### src/rtl/pef_pkg.sv
package pef_pkg;

  // fixed field widths
  localparam int COORD_W    = 6;
  localparam int CHAN_W     = 8;
  localparam int MODE_W     = 2;
  localparam int SIZE_W     = 7;
  localparam int CFG_ADDR_W = 2;
  localparam int CFG_DATA_W = 7;
  localparam int PIXEL_W    = 4 * CHAN_W;

  // configuration register indexes
  localparam logic [CFG_ADDR_W-1:0] REG_EFFECT_MODE  = 2'd0;
  localparam logic [CFG_ADDR_W-1:0] REG_FRAME_WIDTH  = 2'd1;
  localparam logic [CFG_ADDR_W-1:0] REG_FRAME_HEIGHT = 2'd2;

  // effect codes
  localparam logic [MODE_W-1:0] EFFECT_PASS   = 2'd0;
  localparam logic [MODE_W-1:0] EFFECT_GRAY   = 2'd1;
  localparam logic [MODE_W-1:0] EFFECT_INVERT = 2'd2;
  localparam logic [MODE_W-1:0] EFFECT_BLUR   = 2'd3;

  // item modes
  localparam logic ITEM_LOAD    = 1'b0;
  localparam logic ITEM_COMPUTE = 1'b1;

  // grayscale weights and divide by reciprocal multiply
  localparam int GRAY_R      = 30;
  localparam int GRAY_G      = 59;
  localparam int GRAY_B      = 11;
  localparam int GRAY_DIV    = 100;
  localparam int GRAY_SUM_W  = 15;
  localparam int GRAY_SHIFT  = GRAY_SUM_W + 7;
  localparam int GRAY_RECIP  = ((1 << GRAY_SHIFT) + GRAY_DIV - 1) / GRAY_DIV;
  localparam int GRAY_RCP_W  = 16;

  localparam logic [CHAN_W-1:0] CHAN_MAX = 8'd255;

  // controller to datapath commands
  typedef struct packed {
    logic accept_load;
    logic accept_compute;
    logic use_tap;
    logic tap_step;
    logic acc_add;
    logic latch;
    logic out_load;
  } ctrl_cmd_t;

  // datapath to controller status
  typedef struct packed {
    logic blur;
    logic last_tap;
  } dp_status_t;

endpackage

### src/rtl/pef_ctrl.sv
module pef_ctrl (
  input  logic                clk,
  input  logic                rst,
  input  logic                start,
  input  logic                mode,
  input  pef_pkg::dp_status_t status,
  output logic                busy,
  output logic                done,
  output pef_pkg::ctrl_cmd_t  cmd
);

  import pef_pkg::*;

  localparam logic [2:0] ST_IDLE  = 3'd0;
  localparam logic [2:0] ST_READ  = 3'd1;
  localparam logic [2:0] ST_LATCH = 3'd2;
  localparam logic [2:0] ST_BLUR  = 3'd3;
  localparam logic [2:0] ST_DRAIN = 3'd4;
  localparam logic [2:0] ST_FIN   = 3'd5;

  logic [2:0] state;
  logic [2:0] state_next;
  logic       pend;

  assign busy = (state != ST_IDLE);

  // command decode
  always_comb begin
    cmd.accept_load    = start && !busy && (mode == ITEM_LOAD);
    cmd.accept_compute = start && !busy && (mode == ITEM_COMPUTE);
    cmd.use_tap        = (state == ST_BLUR);
    cmd.tap_step       = (state == ST_BLUR);
    cmd.acc_add        = pend;
    cmd.latch          = (state == ST_LATCH);
    cmd.out_load       = (state == ST_FIN);
  end

  // next state
  always_comb begin
    state_next = state;
    unique case (state)
      ST_IDLE: begin
        if (cmd.accept_compute) begin
          state_next = status.blur ? ST_BLUR : ST_READ;
        end
      end
      ST_READ:  state_next = ST_LATCH;
      ST_LATCH: state_next = ST_FIN;
      ST_BLUR: begin
        if (status.last_tap) begin
          state_next = ST_DRAIN;
        end
      end
      ST_DRAIN: state_next = ST_FIN;
      ST_FIN:   state_next = ST_IDLE;
      default:  state_next = ST_IDLE;
    endcase
  end

  // state, read-pending flag and result strobe
  always_ff @(posedge clk) begin
    if (rst) begin
      state <= ST_IDLE;
      pend  <= 1'b0;
      done  <= 1'b0;
    end else begin
      state <= state_next;
      pend  <= (state == ST_BLUR);
      done  <= (state == ST_FIN);
    end
  end

endmodule

### config.mk
export PLATFORM = sky130hd
export DESIGN_NAME = pef_ctrl
export DESIGN_NICKNAME = d
export VERILOG_FILES = /design/src/rtl/pef_pkg.sv /design/src/rtl/pef_ctrl.sv
export SDC_FILE = /design/constraint.sdc
export NUM_CORES = 1
export LEC_CHECK = 0
export BUFFER_PORTS_ARGS = -buffer_cell sky130_fd_sc_hd__buf_2
export CORE_AREA = 8 8 45 47
export CTS_CLUSTER_DIAMETER = 120
export DETAILED_ROUTE_END_ITERATION = 8
export DIE_AREA = 0 0 53 55
export GPL_ROUTABILITY_DRIVEN = 1
export PLACE_DENSITY = 0.5
export SETUP_SLACK_MARGIN = 0.02
export SYNTH_ARGS = -nofsm -noshare
export SYNTH_HDL_FRONTEND = slang
export SYNTH_SLANG_ARGS = --single-unit
### constraint.sdc
create_clock -name clk -period 1.4 [get_ports clk]
set_input_delay 0.21 -clock clk [delete_from_list [all_inputs] [get_ports clk]]
set_output_delay 0.21 -clock clk [all_outputs]
set_load 0.02 [all_outputs]
======== Word level (Yosys, flattened, before mapping) ========
Index checks and enable logic that the tools add are counted.
word-level totals
  register bits ........................... 5
  bits of input ports ..................... 6
  output and inout bits ................... 9
  logic and storage cells ................. 23
cells by class
  eq/ne operators ......................... 7
  mux-type cells .......................... 4
  bitwise operators ....................... 1
  reductions and logical operators ........ 8
operators with widths
  kind                  count
  $pmux W3 S4           1
  $eq A3 B2 Y1 const B  2
  $eq A3 B3 Y1 const B  2
  $mux W3               2
  $ne A2 B2 Y1 const B  2
  $eq A3 B1 Y1 const B  1
  $logic_and A1 B1 Y1   3
  $logic_not A3 Y1      1
  $reduce_bool A3 Y1    1
  $mux W2               1
  $reduce_and A2 Y1     1
  $reduce_or A2 Y1      1
  $logic_not A1 Y1      1
  $not A1 Y1            1

======== Depth between registers and ports, before layout ========
  depth in word-level cells ............... 6
  gate-level depth with buffers ........... 4
  gate-level depth less buffers ........... 3

======== Worst setup path after synthesis ========
No wires, ideal clock.
  path type ............................... reg2out
  from .................................... register state[0]
  to ...................................... output port cmd[6] (netlist bit)
  arrival ................................. 1392 ps
  data required time ...................... 1190 ps
  path slack .............................. -202 ps
  cell stages (with the launch flop) ...... 4
  buffers on the path ..................... 1
  cells stage by stage .................... dfxtp_1 buf_2 or3_4 nor3b_1
RTL lines
  element                 RTL line        source
  from (decl)             pef_ctrl.sv:21  logic [2:0] state;
  from (signal assigned)  pef_ctrl.sv:67  state <= state_next;
  to (decl)               pef_ctrl.sv:9   output pef_pkg::ctrl_cmd_t cmd

==> flow_summary.json <==
{
  "reg2regPathDepth": 4,
  "power.switching_w": 0.000224,
  "fmax_ghz": 0.669,
  "crit_chain": "or3_4 > nor3b_4 > buf_6",
  "r2r_start": "state[1]$_SDFFE_PP0P_",
  "worst_slew_pin_slew_ns": 0.276,
  "drv_cap": 0,
  "placedCellCount": 60,
  "drcViolationCount": 0,
  "clock_path_buffers": 2,
  "outcome": "complete, but fails checks",
  "die_w_um": 53,
  "place_hpwl_um": 587,
  "hold_end": "state[2]$_SDFFE_PP0P_",
  "antenna_found_initial": 0,
  "rsz0062_at_grt": "true",
  "multiInputGateArea_um2": 168,
  "power_density_nw_per_um2": 1480,
  "p_seq_share_pct": 26.9,
  "seqCellArea_um2": 100,
  "cts_made_buffers": 3,
  "nFillCells": 154,
  "finalWorstPathRequiredPeriod_ns": 1.49,
  "n_antenna_cell": 0,
  "hold_viol": 0,
  "slew_viol_final": 0,
  "slew-limit-headroom_pct": 81.6,
  "clock-sinks": 5,
  "comb_power_share_pct": 46.6,
  "cp-end-kind": "primary output",
  "p_int_w": 0.000415,
  "violations": "negative setup slack",
  "critical_path.max_fanout": 4,
  "setup_ws_ns": -0.0939,
  "clkSlewWorstSetupHoldPaths_ns": 0.04,
  "syn-instance-count": 30,
  "setup_violations": 2,
  "die_area_um2": 2920,
  "period_share_pct": 107,
  "rows": 14,
  "path_depth": 3,
  "place_area_um2": 363,
  "crit_path_start_kind": "flip-flop",
  "die_y_um": 55,
  "synthDistinctLibCells": 18,
  "fin_skew_ns": 0.000507,
  "viasPerCell": 4.28,
  "ys_ff_latch": 5,
  "hp-start": "rst",
  "holdPathStages": 2,
  "grt_util_all_layers_pct": 5.52,
  "crit_type": "reg2out",
  "crit_path_top_delay_cell": "or3_4",
  "cts_htree_levels": 1,
  "netlist_area_um2": 259,
  "portBuffers": 14,
  "antenna_left": 0,
  "syn_area_per_cell_um2": 8.63,
  "cpPeakStageDelay_ns": 0.41,
  "synth_fp_nets": 36,
  "ff2ff_setup_slack_ns": 0.24,
  "grt_pass1_wl_mm": 1.13,
  "grt-ovfl-total": 0,
  "peakVddDrop_mv": 0.330,
  "grt_pass1_vias": 272,
  "cts_hold_buffers": 0,
  "num_vias": 278,
  "ys_seq_area_share_pct": 38.6,
  "clkPwrFrac_pct": 26.5,
  "syn_to_final_growth_pct": 67.1,
  "cp.required_ns": 1.19,
  "r2r-end": "state[1]$_SDFFE_PP0P_",
  "layoutNonFillerInstCount": 65,
  "path_buf_inv": 1,
  "cts_root_buf": "clkbuf_4",
  "final_cell_area_um2": 433,
  "grt_max_degree": 9,
  "coreArea_um2": 1380,
  "arrival_ns": 1.28,
  "cp_top_family": "simple AND/OR/NAND/NOR gates",
  "min_path_type": "in2reg",
  "finalNetCount": 56,
  "drive_gt1_share_pct": 55.1,
  "ys_warn_count": 0,
  "leakage_nw": 0.209,
  "io_pins": 15,
  "firstDrtPassIters": 4,
  "cts_tree": "built",
  "wl_um": 744,
  "initial_core_util_pct": 18.7,
  "wl_per_cell_um": 11.4,
  "switching_share_pct": 35.0,
  "clk_latency_ns": 0.24,
  "drt_iter0_drc": 10,
  "gp_congestion": 0.770
}
worst register-to-register path, delay by kind of cell, from the launching register on:
family / cells / cell delay [ns]
AND/OR/NAND/NOR: 1 / 0.41
buffers and inverters: 1 / 0.15
AO/OA/AOI/OAI: 2 / 0.17
flip-flops: 1 / 0.30
worst max-delay path by stage:
stage                                      from      to  slack [ns]
after global routing      state[1]$_SDFFE_PP0P_  cmd[6]       -0.13
after global placement    state[1]$_SDFFE_PP0P_  cmd[6]        0.15
final                     state[1]$_SDFFE_PP0P_  cmd[6]       -0.09
after floorplan           state[0]$_SDFFE_PP0P_  cmd[5]        0.01
after detailed placement  state[1]$_SDFFE_PP0P_  cmd[6]        0.14
after CTS                 state[0]$_SDFFE_PP0P_  cmd[6]       -0.11
power by group through the flow:
stage | combinational [W] | clock, W | sequential [W]
finish | 0.000298 | 0.000170 | 0.000172
global placement | 0.000248 | 0 | 0.000174
CTS | 0.000291 | 0.000178 | 0.000172
global route | 0.000325 | 0.000188 | 0.000173
detailed placement | 0.000247 | 0 | 0.000174
floorplan | 0.000158 | 0 | 0.000182
logic make-up (layout without fill, tap and decap cells):
kind of cell / after synthesis / in the layout / share of synthesized area (%)
flops: 5 / 5 / 38.6
simple gates: 15 / 15 / 31.4
buf+inv: 3 / 22 / 7.73
compound gates: 7 / 7 / 22.2
Yosys cell counts (all sizes together):
cell type,n,area share (%)
dfxtp,5,39
nor2,5,7.2
buf,3,7.7
nor2b,3,7.2
a21oi,2,5.3
nand2,2,2.9
a2111oi,1,3.9
a221oi,1,3.4
a22oi,1,2.9
and2,1,2.4
nand2b,1,2.4
nor3,1,1.9
nor3b,1,2.9
o211a,1,3.9
o21a,1,2.9
or3,1,4.3
state kept, by name (all words and copies together) (netlist names):
register and flops:
done 1, pend 1, state 3
layer usage:
metal  wire length (um)  vias up  global-route usage (%)  share of wire (%)
li1                   -      142                       -                  -
met1                264      127                    4.56                 35
met2                407        7                    8.98                 55
met3                 48        2                    1.87                6.5
met4                 24        0                    7.76                3.2
met5                  0        -                       0                  0
timing repair:
action / CTS / global route
resized for setup: 9 / 2
endpoints found under the setup margin: 5 / 7
setup buffers: 1 / 0
pin swaps: 1 / 1
layout by cell type (no fill, tap or decap), drive strengths merged:
cell type,synthesis,routed
a2111oi,1,1
a21oi,2,2
a221oi,1,1
a22oi,1,1
and2,1,1
buf,3,18
clkbuf,0,4
dfxtp,5,5
nand2,2,2
nand2b,1,1
nor2,5,5
nor2b,3,3
nor3,1,1
nor3b,1,1
o211a,1,1
o21a,1,1
or3,1,1
area by class of cell:
type,instances,share of cell area [%]
multi-input cells,22,38.7
repair buffers,18,27.5
flip-flops and latches,5,23.1
clock buffers,4,6.07
well taps,16,4.62
metrics by stage:
stage	total power (W)	hold slack, ns	utilization, %	setup TNS (ns)	setup slack, ns
after global routing	0.000686	0.193	31.3	-0.281	-0.133
after floorplan	0.000340	0.282	-	0	0.0118
after detailed placement	0.000421	0.446	26.2	0	0.138
after global placement	0.000422	0.445	26.2	0	0.151
after CTS	0.000641	0.186	30.6	-0.177	-0.111
final	0.000639	0.194	31.3	-0.132	-0.0939
Power figures use the tool's default switching activity.
